<file path="src/design/tvpt_pkg.sv">
// package of types, constants and codes for the thermal video packet tracker
package tvpt_pkg;

  localparam int ADDR_BITS     = 14;
  localparam int PACKET_BYTES  = 164;
  localparam int RESYNC_BITS   = 11;
  localparam int POS_BITS      = $clog2(PACKET_BYTES + 1);
  localparam int CFG_DATA_BITS = (ADDR_BITS > RESYNC_BITS) ? ADDR_BITS : RESYNC_BITS;
  localparam int CFG_INDEX_BITS = 1;

  localparam logic [CFG_INDEX_BITS-1:0] CFG_BUFFER_LAST = 1'd0;
  localparam logic [CFG_INDEX_BITS-1:0] CFG_RESYNC      = 1'd1;

  localparam logic [ADDR_BITS-1:0]   BUFFER_LAST_RESET = ADDR_BITS'(12287);
  localparam logic [RESYNC_BITS-1:0] RESYNC_RESET      = RESYNC_BITS'(1562);

  localparam logic [POS_BITS-1:0] POS_NONE       = POS_BITS'(PACKET_BYTES);
  localparam logic [POS_BITS-1:0] POS_LAST       = POS_BITS'(PACKET_BYTES - 1);
  localparam logic [POS_BITS-1:0] POS_HDR_PACKET = POS_BITS'(1);
  localparam logic [POS_BITS-1:0] POS_FIRST_DATA = POS_BITS'(5);

  localparam logic [3:0] DISCARD_NIBBLE  = 4'hF;
  localparam logic [7:0] TRIGGER_PKT     = 8'd20;
  localparam logic [5:0] TRIGGER_PKT_NUM = 6'd20;
  localparam logic [5:0] PRE_TRIGGER_PKT = 6'd19;
  localparam logic [5:0] LAST_PKT_NUM    = 6'd59;
  localparam logic [2:0] TRIGGER_SEG     = 3'd1;
  localparam logic [2:0] LAST_SEG        = 3'd4;

  localparam logic [1:0] ST_DISCARD = 2'd0;
  localparam logic [1:0] ST_GOOD    = 2'd1;
  localparam logic [1:0] ST_TRIGGER = 2'd2;
  localparam logic [1:0] ST_ILLEGAL = 2'd3;

  typedef struct packed {
    logic [7:0] spi_byte;
    logic       first_byte;
    logic       enable;
    logic       consumer_idle;
    logic       consumer_in_frame;
  } byte_item_t;

  typedef struct packed {
    logic                 store_valid;
    logic [ADDR_BITS-1:0] store_address;
    logic [7:0]           store_byte;
    logic                 packet_done;
    logic [1:0]           packet_status;
    logic                 start_consumer;
    logic                 abort_consumer;
    logic                 frame_led;
    logic                 chip_select_active;
    logic                 resync_request;
  } result_item_t;

endpackage

</file>
<file path="src/design/tvpt_core.sv">
// packet tracking state and per-byte result logic
module tvpt_core (
  input  logic                            clk,
  input  logic                            rst,
  input  logic                            take,
  input  tvpt_pkg::byte_item_t            item,
  input  logic [tvpt_pkg::ADDR_BITS-1:0]  buffer_last_address,
  input  logic [tvpt_pkg::RESYNC_BITS-1:0] resync_packets,
  output tvpt_pkg::result_item_t          result
);
  import tvpt_pkg::*;

  typedef enum logic [1:0] {MODE_STOPPED, MODE_DATA, MODE_WAIT} mode_t;

  mode_t                  run_mode, run_mode_next;
  logic [POS_BITS-1:0]    byte_position, byte_position_next;
  logic [7:0]             header_high, header_high_next;
  logic [7:0]             header_packet, header_packet_next;
  logic                   storing_packet, storing_packet_next;
  logic [2:0]             expected_segment, expected_segment_next;
  logic [5:0]             last_packet_number, last_packet_number_next;
  logic [ADDR_BITS-1:0]   write_address, write_address_next;
  logic [RESYNC_BITS-1:0] packets_since_trigger, packets_since_trigger_next;
  logic                   led_on, led_on_next;
  logic [POS_BITS-1:0]    pos;
  logic [2:0]             seg;

  assign seg = header_high[6:4];

  always_comb begin
    run_mode_next              = run_mode;
    byte_position_next         = byte_position;
    header_high_next           = header_high;
    header_packet_next         = header_packet;
    storing_packet_next        = storing_packet;
    expected_segment_next      = expected_segment;
    last_packet_number_next    = last_packet_number;
    write_address_next         = write_address;
    packets_since_trigger_next = packets_since_trigger;
    led_on_next                = led_on;
    result                     = '0;

    if (item.first_byte) begin
      if (item.enable) begin
        if (run_mode == MODE_STOPPED) begin
          run_mode_next              = MODE_DATA;
          write_address_next         = '0;
          expected_segment_next      = '0;
          last_packet_number_next    = LAST_PKT_NUM;
          packets_since_trigger_next = '0;
        end
      end else if (run_mode != MODE_STOPPED) begin
        run_mode_next = MODE_STOPPED;
        led_on_next   = 1'b0;
      end
      if (run_mode_next == MODE_WAIT && item.consumer_idle) begin
        run_mode_next              = MODE_DATA;
        write_address_next         = '0;
        expected_segment_next      = '0;
        last_packet_number_next    = LAST_PKT_NUM;
        packets_since_trigger_next = '0;
      end
      byte_position_next = (run_mode_next == MODE_STOPPED) ? POS_NONE : '0;
    end

    pos = byte_position_next;
    if (pos < POS_NONE) begin
      if (pos == '0) begin
        header_high_next    = item.spi_byte;
        storing_packet_next = !(item.spi_byte[3:0] == DISCARD_NIBBLE ||
                                run_mode_next == MODE_WAIT);
      end else if (pos == POS_HDR_PACKET) begin
        header_packet_next = item.spi_byte;
      end else if (pos >= POS_FIRST_DATA && pos[0] && storing_packet) begin
        result.store_valid   = 1'b1;
        result.store_address = write_address_next;
        result.store_byte    = item.spi_byte;
        write_address_next   = write_address_next + 1'b1;
        if (write_address_next > buffer_last_address) begin
          write_address_next = '0;
        end
      end

      if (pos == POS_LAST) begin
        result.packet_done = 1'b1;
        if (!storing_packet) begin
          result.packet_status = ST_DISCARD;
        end else if (header_packet == TRIGGER_PKT) begin
          if ({1'b0, expected_segment_next} + 4'd1 != {1'b0, seg}) begin
            result.packet_status = ST_ILLEGAL;
          end else begin
            expected_segment_next = seg;
            if (last_packet_number_next != PRE_TRIGGER_PKT) begin
              result.packet_status = ST_ILLEGAL;
            end else begin
              last_packet_number_next = TRIGGER_PKT_NUM;
              result.packet_status = (seg == TRIGGER_SEG) ? ST_TRIGGER : ST_GOOD;
            end
          end
        end else if (last_packet_number_next == LAST_PKT_NUM) begin
          if (header_packet != 8'd0) begin
            result.packet_status = ST_ILLEGAL;
          end else begin
            last_packet_number_next = '0;
            result.packet_status    = ST_GOOD;
          end
        end else if ({2'b00, last_packet_number_next} + 8'd1 != header_packet) begin
          result.packet_status = ST_ILLEGAL;
        end else begin
          last_packet_number_next = header_packet[5:0];
          result.packet_status    = ST_GOOD;
        end

        packets_since_trigger_next = packets_since_trigger_next + 1'b1;
        case (result.packet_status)
          ST_ILLEGAL: begin
            result.abort_consumer   = item.consumer_in_frame;
            write_address_next      = '0;
            expected_segment_next   = '0;
            last_packet_number_next = LAST_PKT_NUM;
            led_on_next             = 1'b0;
          end
          ST_TRIGGER: begin
            result.start_consumer      = 1'b1;
            packets_since_trigger_next = '0;
            led_on_next                = 1'b1;
          end
          ST_GOOD: begin
            if (last_packet_number_next == LAST_PKT_NUM &&
                expected_segment_next == LAST_SEG) begin
              run_mode_next = MODE_WAIT;
              led_on_next   = 1'b0;
            end
          end
          default: begin
          end
        endcase
        if (packets_since_trigger_next == resync_packets) begin
          result.resync_request      = 1'b1;
          led_on_next                = 1'b0;
          write_address_next         = '0;
          expected_segment_next      = '0;
          last_packet_number_next    = LAST_PKT_NUM;
          packets_since_trigger_next = '0;
        end
        byte_position_next = POS_NONE;
      end else begin
        byte_position_next = pos + 1'b1;
      end
    end

    result.frame_led          = led_on_next;
    result.chip_select_active = (run_mode_next != MODE_STOPPED);
  end

  always_ff @(posedge clk) begin
    if (rst) begin
      run_mode              <= MODE_STOPPED;
      byte_position         <= POS_NONE;
      header_high           <= '0;
      header_packet         <= '0;
      storing_packet        <= 1'b0;
      expected_segment      <= '0;
      last_packet_number    <= LAST_PKT_NUM;
      write_address         <= '0;
      packets_since_trigger <= '0;
      led_on                <= 1'b0;
    end else if (take) begin
      run_mode              <= run_mode_next;
      byte_position         <= byte_position_next;
      header_high           <= header_high_next;
      header_packet         <= header_packet_next;
      storing_packet        <= storing_packet_next;
      expected_segment      <= expected_segment_next;
      last_packet_number    <= last_packet_number_next;
      write_address         <= write_address_next;
      packets_since_trigger <= packets_since_trigger_next;
      led_on                <= led_on_next;
    end
  end

endmodule

</file>
<file path="src/design/tvpt_skid.sv">
// result register with a one-entry skid stage
module tvpt_skid (
  input  logic                   clk,
  input  logic                   rst,
  input  logic                   push,
  input  tvpt_pkg::result_item_t push_data,
  output logic                   full,
  output logic                   result_valid,
  input  logic                   result_stall,
  output tvpt_pkg::result_item_t result
);
  import tvpt_pkg::*;

  logic         skid_valid;
  result_item_t skid_data;
  logic         out_free;

  assign out_free = !result_valid || !result_stall;
  assign full     = skid_valid;

  always_ff @(posedge clk) begin
    if (rst) begin
      result_valid <= 1'b0;
      skid_valid   <= 1'b0;
    end else if (out_free) begin
      result_valid <= skid_valid || push;
      skid_valid   <= 1'b0;
    end else if (push) begin
      skid_valid <= 1'b1;
    end
  end

  always_ff @(posedge clk) begin
    if (out_free) begin
      result <= skid_valid ? skid_data : push_data;
    end else if (push) begin
      skid_data <= push_data;
    end
  end

endmodule

</file>
<file path="src/design/thermal_video_packet_tracker.sv">
// top level of the thermal video packet tracker
// takes one camera link byte per request on the byte channel and returns one
// result per byte on the result channel: the buffer write for the byte, and at
// the last byte of a packet its status and the consumer, led, chip select and
// resync signals
// a request is taken at a clock edge with byte_valid high and byte_stall low;
// a result is taken at an edge with result_valid high and result_stall low
// the result is registered; one byte is taken every cycle while byte_stall is
// low, set by the single state update per byte in the tracker logic
// when the receiver stalls, the result register holds and a one-entry skid
// stage takes one more result; byte_stall is then high until it drains
// configuration: cfg_write_en with cfg_index 0 writes the buffer last address,
// index 1 the resync packet count; write only while the block is idle
// synchronous reset stops capture, closes any packet, clears the result
// channel and sets both configuration registers to their defaults
module thermal_video_packet_tracker (
  input  logic                               clk,
  input  logic                               rst,
  input  logic                               byte_valid,
  output logic                               byte_stall,
  input  tvpt_pkg::byte_item_t               byte_data,
  output logic                               result_valid,
  input  logic                               result_stall,
  output tvpt_pkg::result_item_t             result,
  input  logic                               cfg_write_en,
  input  logic [tvpt_pkg::CFG_INDEX_BITS-1:0] cfg_index,
  input  logic [tvpt_pkg::CFG_DATA_BITS-1:0] cfg_data
);
  import tvpt_pkg::*;

  logic [ADDR_BITS-1:0]   buffer_last_address;
  logic [RESYNC_BITS-1:0] resync_packets;
  logic                   take;
  logic                   skid_full;
  result_item_t           core_result;

  assign take       = byte_valid && !skid_full;
  assign byte_stall = skid_full;

  always_ff @(posedge clk) begin
    if (rst) begin
      buffer_last_address <= BUFFER_LAST_RESET;
      resync_packets      <= RESYNC_RESET;
    end else if (cfg_write_en) begin
      unique case (cfg_index)
        CFG_BUFFER_LAST: buffer_last_address <= cfg_data[ADDR_BITS-1:0];
        CFG_RESYNC:      resync_packets      <= cfg_data[RESYNC_BITS-1:0];
        default: begin
        end
      endcase
    end
  end

  tvpt_core u_core (
    .clk                 (clk),
    .rst                 (rst),
    .take                (take),
    .item                (byte_data),
    .buffer_last_address (buffer_last_address),
    .resync_packets      (resync_packets),
    .result              (core_result)
  );

  tvpt_skid u_skid (
    .clk          (clk),
    .rst          (rst),
    .push         (take),
    .push_data    (core_result),
    .full         (skid_full),
    .result_valid (result_valid),
    .result_stall (result_stall),
    .result       (result)
  );

`ifndef NO_ASSERTIONS
  a_skid_behind_output: assert property (@(posedge clk) disable iff (rst)
    byte_stall |-> result_valid)
    else $error("skid entry held without a result on the output");

  a_status_needs_done: assert property (@(posedge clk) disable iff (rst)
    result_valid |-> (result.packet_done || result.packet_status == ST_DISCARD))
    else $error("packet status without packet done");

  a_start_on_trigger: assert property (@(posedge clk) disable iff (rst)
    result_valid && result.start_consumer |-> result.packet_status == ST_TRIGGER)
    else $error("start consumer without trigger status");

  a_abort_on_illegal: assert property (@(posedge clk) disable iff (rst)
    result_valid && result.abort_consumer |-> result.packet_status == ST_ILLEGAL)
    else $error("abort consumer without illegal status");

  a_reset_clears_skid: assert property (@(posedge clk)
    !rst && $past(rst) |-> !byte_stall && !result_valid)
    else $error("result channel not empty after reset");
`endif

endmodule
</file>
<file path="config.mk">
export PLATFORM = sky130hd
export DESIGN_NAME = thermal_video_packet_tracker
export DESIGN_NICKNAME = d
export VERILOG_FILES = /design/src/design/tvpt_pkg.sv /design/src/design/tvpt_core.sv /design/src/design/tvpt_skid.sv /design/src/design/thermal_video_packet_tracker.sv
export SDC_FILE = /design/constraint.sdc
export NUM_CORES = 1
export LEC_CHECK = 0
export BUFFER_PORTS_ARGS = -buffer_cell sky130_fd_sc_hd__buf_4
export CELL_PAD_IN_SITES_DETAIL_PLACEMENT = 2
export CELL_PAD_IN_SITES_GLOBAL_PLACEMENT = 2
export CORE_UTILIZATION = 38
export DETAILED_ROUTE_END_ITERATION = 6
export PLACE_DENSITY = 0.84
export SYNTH_ARGS = -nofsm -noshare
export SYNTH_HDL_FRONTEND = slang
export SYNTH_SLANG_ARGS = --single-unit
</file>
<file path="constraint.sdc">
create_clock -name clk -period 6.6 [get_ports clk]
set_input_delay 1.98 -clock clk [delete_from_list [all_inputs] [get_ports clk]]
set_output_delay 1.98 -clock clk [all_outputs]
set_load 0.05 [all_outputs]
</file>
==> summary.md, run 1 <==
| Metric | Value |
|---|---|
| Hpwl dp | `21810 um` |
| Clk_lat worst skew | `450 ps` |
| Hold_sp | `u_core.led_on` |
| Clock Sinks | `approximately 150` |
| Vias per inst | `6.196` |
| Vias in the first global route | `between 8k and 9k` |
| Drt wl/cell | `24.39 um` |
| GRT Total Usage | `28.64%` |
| Initial Util | `38.93%` |
| Final min period | `6068 ps` |
| Placed instance area | `9178 sq um` |
| Max-slew violation count | `0` |
| Seq/Total Area, Yosys | `41.57%` |
| Worst path required time | `a little under 7000 ps` |
| Largest net degree at the start of global routing | `52` |
| Setup Skew | `approximately 16 ps` |
| Kind of critical path | `in -> reg` |
| Proportion of layout cells with a drive suffix above 1 | `between 10 and 15%` |
| Synth Register Bits | `roughly 150` |
| Post_cts resized | `0` |
| GR Overflow Total | `0` |
| Final Hold Slack | `about 490 ps` |
| RSZ-0062 raised after global routing | `false` |
| Peak fanout along the critical path | `24` |
| CTS tree | `yes` |
| Outcome | `complete, no violations` |
| Total CTS buffers | `17` |
| Number of port buffers | `64` |
| # hold bufs at CTS | `0` |
| Die Y | `151.8 um` |
| CP Launch Type | `input pin` |
| Fin crit share | `91.94%` |
| RD Place Congestion | `0.8556` |
| Root Driver | `clkbuf_16` |
| Mean Syn Cell Area | `8.878 sq um` |
| Syn nets | `1013` |
| Post-CTS Setup Inserts | `0` |
| Commonest cells after routing, fill and taps aside | `nand2_1 (110), nor2_1 (91), dfxtp_1 (84), buf_4 (84), edfxtp_1 (62)` |
| Warnings, synthesis | `0` |
| Number of synthesized flops with an enable pin | `62` |
| Commonest non-fill, non-tap cell in the layout | `nand2_1` |
| Leak pwr | `roughly 3.7 nW` |
| Fmax | `164.8 MHz` |
| R2r startpoint | `u_core.run_mode[1]` |
| Floorplan core area | `21890 sq um` |
| Top Ports | `65` |
| First-pass GRT wire length | `roughly 50000 um` |
| H-tree Lvls | `4` |
| Rows | `54` |
| Antenna violations before repair | `1` |
| Final nets | `around 1.1k` |
| Drt total wl | `31690 um` |
| DRC viols | `0` |
| Post-Syn Area | `8523 sq um` |
| Share of flip-flops with an asynchronous set or reset | `0%` |
| First-pass detailed-route iteration total | `5` |
| Max-Cap Viols | `0` |
| Slew headroom | `a little over a third` |
| Pwr/cell area | `around 220 nW/um^2` |
| CP Capture Type | `flip-flop` |
| Post-synth cell types | `81` |
| Crit path DAT | `6390 ps` |
| Ys flop type | `dfxtp_1` |
| N_diodes | `0` |
| Final hold vios | `0` |
| Min-Delay Path Class | `reg -> reg` |
| Via Count | `8048` |
| Number of DRC violations after detailed-routing iteration 0 | `382` |
| Worst vdd ir | `0.1299 mV` |
| P&R area growth vs syn | `14.74%` |
| Mapped Cells | `960` |
| Clock buffer depth | `2` |
| Reg clk slew, reported paths | `70 ps` |
| Antenna viol nets, final | `0` |
| # setup viols final | `0` |
| Die area | `23030 sq um` |
| Die X | `151.8 um` |
| Crit. Startpoint | `byte_data[3]` |
| Worst-Margin Slew | `954.2 ps` |
| Fin Setup TNS | `0 ps` |
| Design Area, Final | `9779 sq um` |
-- where the power goes --
group | total (W) | switching (W) | internal [W]
sequential | 0.000981 | 0.0000177 | 0.000963
clock | 0.000998 | 0.000483 | 0.000515
combinational | 0.000212 | 0.000147 | 0.0000649
-- sequential cells by signal (all words and copies together), names as in the netlist --
signal / cells
u_core.expected_segment: 3
u_core.packets_since_trigger: 11
u_core.header_packet: 8
u_core.storing_packet: 1
u_skid.skid_data: 31
u_skid.result: 31
u_core.write_address: 14
u_skid.full: 1
u_core.last_packet_number: 6
u_core.byte_position: 8
buffer_last_address: 14
u_core.run_mode: 2
u_core.header_high: 3
u_skid.result_valid: 1
resync_packets: 11
u_core.led_on: 1
-- routing by layer --
layer | routed length [um] | global-route usage, %
met5 | 11 | 0
met1 | 13280 | 34.18
met4 | 1138 | 14.80
met2 | 15690 | 49.16
met3 | 1568 | 4.910
-- kinds of logic (layout without fill, tap and decap cells) --
kind of cell	after synthesis	in the layout	share of synthesized area, %
and+or+nand+nor	390	390	23.14
AOI/OAI and AO/OA	242	242	19.60
DFF	146	146	41.57
buffers and inverters	104	163	5.931
muxes	30	30	3.729
xor gates and xnor gates	27	27	2.951
adders and majority gates	21	21	3.083
-- area by class of cell --
type,instances,area (sq um)
Clock buffer,17,425.4
Fill cell,2386,12110
Inverter,47,176.4
Multi-Input combinational cell,710,4477
Tap cell,280,350.3
Clock inverter,15,176.4
Timing Repair Buffer,84,630.6
Sequential cell,146,3543
-- worst max-delay path, stage by stage --
cell and delay, ps:
buf_4 190, and3b_2 290, nand2_4 220, nand2_1 170, inv_1 120, ha_1 230
nand4_1 290, or3_1 430, a21oi_1 250, ha_1 290, a21o_1 160, a21oi_1 180
nor2b_1 70, o21ai_0 160, a31oi_1 350, nor3b_1 560, a32oi_1 110, o41ai_1 310
-- Yosys cell counts (all sizes together), types with 4 or more instances --
library cell  number  area share (%)
a211oi             9             1.0
a21boi             4            0.35
a21o               7            0.62
a21oi             40             2.3
a31oi             13            0.95
a32oi             13             1.3
a41oi              5            0.51
and2              34             2.5
and3              12            0.95
and4               5            0.51
buf               10            0.72
clkbuf            47             3.1
dfxtp             84              20
edfxtp            62              22
ha                21             3.1
inv               47             2.1
mux2              14             1.8
mux2i             16             1.9
nand2            111             5.0
nand2b             6            0.44
nand3             35             2.1
nand3b             4            0.50
nand4             19             1.4
nand4b             6            0.62
nor2              93             4.2
nor2b             14             1.0
nor3              18             1.1
nor3b              5            0.44
nor4               9            0.66
o2111ai            5            0.59
o211ai            24             2.1
o21a               4            0.35
o21ai             56             3.3
o2bb2ai            6            0.62
o31ai             20             1.8
o32ai              4            0.41
o41ai              5            0.51
or3                8            0.59
xnor2             20             2.1
xor2               6            0.62
-- per-stage QoR --
stage | power, W | std cells | utilization [%] | worst slack (ps)
after floorplan | 0.001129 | 960 | - | 530.7
after global placement | 0.001200 | 1267 | 41.92 | 583.0
after detailed placement | 0.001210 | 1267 | 41.92 | 296.0
after CTS | 0.002205 | 1299 | 44.67 | 661.3
after global routing | 0.002262 | 1299 | 44.67 | 285.9
final | 0.002191 | 1299 | 44.67 | 531.8
-- final timing paths --
path / end / slack (ps) / cells past startpoint
hold reg to reg: u_core.led_on / 490 / 2
setup reg to reg: u_core.write_address[2] / 1740 / 17
hold / removal: u_core.led_on / 490 / 2
setup / recovery: u_core.write_address[2] / 530 / 18
No activity file was read; power rests on OpenSTA's default activity.
==> run 2, diff against run 1 <==
--- a/config.mk
+++ b/config.mk
@@ -8,9 +8,11 @@
 export BUFFER_PORTS_ARGS = -buffer_cell sky130_fd_sc_hd__buf_4
 export CELL_PAD_IN_SITES_DETAIL_PLACEMENT = 2
 export CELL_PAD_IN_SITES_GLOBAL_PLACEMENT = 2
+export CORE_MARGIN = 5
 export CORE_UTILIZATION = 38
 export DETAILED_ROUTE_END_ITERATION = 6
-export PLACE_DENSITY = 0.84
+export MAX_ROUTING_LAYER = met4
+export PLACE_DENSITY_LB_ADDON = 0.3
 export SYNTH_ARGS = -nofsm -noshare
 export SYNTH_HDL_FRONTEND = slang
 export SYNTH_SLANG_ARGS = --single-unit
==> run 2 against run 1 <==
Effect of this change:
- first-iteration DRC count increased by 44%
- combinational power about the same
- largest cell class unchanged
- clock skew fell by 5.9 ps
- total power increased by 3.6%
- sequential cell count did not move
==> summary.md, run 2 (same netlist as run 1, synthesis figures left out) <==
| Metric | Value |
|---|---|
| # hold bufs at CTS | `0 (unchanged)` |
| Setup Skew | `9.855 ps (-5.887 ps)` |
| Min-Delay Path Class | `reg -> reg` |
| GRT Total Usage | `25.78% (-2.9 points)` |
| Hold_sp | `buffer_last_address[12]` |
| Commonest non-fill, non-tap cell in the layout | `nand2_1` |
| Outcome | `complete, no violations` |
| Largest net degree at the start of global routing | `52 (unchanged)` |
| Worst-Margin Slew | `872.1 ps (-82.06 ps)` |
| Critical path, cell by cell | `buf_4 -> and3b_2 -> nand2_4 -> nand2_1 -> inv_1 -> ha_1 -> nand4_1 -> or3_1 -> a21oi_1 -> ha_1 -> a21o_1 -> a21oi_1 -> nor2b_1 -> o21ai_0 -> a31oi_1 -> nor3b_1 -> a32oi_1 -> o41ai_1` |
| Fin Setup TNS | `0 ps (unchanged)` |
| Die area | `25520 sq um (+11%)` |
| CTS tree | `yes` |
| WHS Endpoint | `buffer_last_address[12]` |
| Final Hold Slack | `482.2 ps (-8.248 ps)` |
| Root Driver | `clkbuf_16` |
| Clock Sinks | `146 (unchanged)` |
| Rows | `54 (unchanged)` |
| First-pass detailed-route iteration total | `5 (unchanged)` |
| Total CTS buffers | `17 (unchanged)` |
| Vias per inst | `6.089 (-1.7%)` |
| Post-CTS Setup Inserts | `0 (unchanged)` |
| CP peak stage delay | `530 ps (-30 ps)` |
| RD Place Congestion | `0.8421 (-1.6%)` |
| Worst vdd ir | `0.1768 mV (+36%)` |
| CP Launch Type | `input pin` |
| Largest registers | `u_skid.result x31, u_skid.skid_data x31` |
| R2r startpoint | `u_core.run_mode[1]` |
| Critical Path Slowest Stage Cell | `nor3b_1` |
| Commonest cells after routing, fill and taps aside | `nand2_1 (110), nor2_1 (91), dfxtp_1 (84), buf_4 (84), edfxtp_1 (62)` |
| GR Overflow Total | `0 (unchanged)` |
| H-tree Lvls | `4 (unchanged)` |
| Vias in the first global route | `8722 (-0.50%)` |
| Kind of critical path | `in -> reg` |
| N_diodes | `0 (unchanged)` |
| Worst R2R Setup Slack | `1740 ps (about the same)` |
| Drt wl/cell | `24.58 um (+0.75%)` |
| Fmax | `164.6 MHz (about the same)` |
| Antenna viol nets, final | `0 (unchanged)` |
| Hold Path Cell Cnt | `2 (unchanged)` |
| Reg clk slew, reported paths | `70 ps (about the same)` |
| Pwr/cell area | `231.3 nW/um^2 (+3.2%)` |
| CP Capture Type | `flip-flop` |
| Max-slew violation count | `0 (unchanged)` |
| Multi-input logic area | `4477 sq um (unchanged)` |
| Proportion of layout cells with a drive suffix above 1 | `14.92% (unchanged)` |
| Worst path required time | `6920 ps (about the same)` |
| Final hold vios | `0 (unchanged)` |
| R2R Path End | `u_core.write_address[4]` |
| Number of port buffers | `64 (unchanged)` |
| Top Ports | `65 (unchanged)` |
| Crit path DAT | `6400 ps (about the same)` |
| Number of DRC violations after detailed-routing iteration 0 | `551 (+44%)` |
| Post_cts resized | `0 (unchanged)` |
| Fin crit share | `92.03% (about the same)` |
| Slew headroom | `41.59% (+5.5 points)` |
| Drt total wl | `31930 um (+0.75%)` |
| Leak pwr | `3.733 nW (+0.35%)` |
| Filler cell count | `2417 (+1.3%)` |
| Clock buffer depth | `2 (unchanged)` |
| Die Y | `159.8 um (+5.3%)` |
| Antenna violations before repair | `0 (-1)` |
| First-pass GRT wire length | `50630 um (+2.0%)` |
| Peak fanout along the critical path | `24 (unchanged)` |
| Register Area | `3543 sq um (unchanged)` |
| R2R depth | `17 (unchanged)` |
| Die X | `159.8 um (+5.3%)` |
| Final nets | `1059 (unchanged)` |
| # setup viols final | `0 (unchanged)` |
| Floorplan core area | `21960 sq um (+0.31%)` |
| RSZ-0062 raised after global routing | `false` |
| Initial Util | `38.81% (-0.12 points)` |
| Clk_lat worst skew | `450 ps (about the same)` |
| Final min period | `6074 ps (+5.486 ps)` |
| P&R area growth vs syn | `15.12%` |
| Hpwl dp | `22160 um (+1.6%)` |
| Max-Cap Viols | `0 (unchanged)` |
| Via Count | `7910 (-1.7%)` |
| DRC viols | `0 (unchanged)` |
-- run 2: cell count changes in the layout (fill, tap and decap cells not counted), sizes merged --
cell      before  now
clkinv         5    1
bufinv         0    3
clkinvlp       0    1
-- run 2: power breakdown --
group	switching [W]	total, W	internal (W)
registers	0.0000182	0.000982	0.000964
clock network	0.000460	0.00108	0.000616
logic	0.000146	0.000211	0.0000647
-- run 2: metrics by stage --
stage / cells / util, % / power, W / cell area [sq um] / worst slack, ps
global route: 1299 / 44.68 / 0.002343 / 9812 / 35.41
CTS: 1299 / 44.68 / 0.002288 / 9812 / 558.9
finish: 1299 / 44.68 / 0.002269 / 9812 / 526.3
detailed placement: 1267 / 41.79 / 0.001210 / 9178 / 338.8
global placement: 1267 / 41.79 / 0.001201 / 9178 / 560.3
floorplan: 960 / - / 0.001129 / 8523 / 530.7
-- run 2: final cells by class --
cell class / count / share of cell area (%)
clock buffers: 17 / 4.336
clock inverters: 15 / 2.130
inverters: 47 / 1.798
multi-input cells: 710 / 45.63
flip-flops and latches: 146 / 36.11
well taps: 280 / 3.571
repair buffers: 84 / 6.427
-- run 2: how the worst max path moves through the flow --
stage / startpoint / to / cells after the start
6_report: byte_data[3] / u_core.write_address[4] / 18
5_1_grt: byte_data[3] / u_core.write_address[4] / 18
4_1_cts: byte_data[1] / u_core.write_address[4] / 18
3_5_place_dp: byte_data[1] / u_core.write_address[4] / 18
3_3_place_gp: byte_data[1] / u_core.write_address[8] / 18
2_1_floorplan: byte_data[1] / u_core.write_address[8] / 20
-- run 2: worst max-delay path, delay by kind of cell --
kind | cells | cell delay [ps]
AO/OA/AOI/OAI | 7 | 1580
adder cells (fa/ha/maj) | 2 | 530
buffers and inverters | 2 | 310
AND/OR/NAND/NOR | 7 | 1960
-- run 2: metal layers --
metal  global-route usage, %  vias up  share of wire (%)
li1                        -     3617                  -
met1                   30.77     4002                 43
met2                   43.87      230                 50
met3                   3.969       61                4.3
met4                   10.10        0                2.7
met5                       -        -                  0
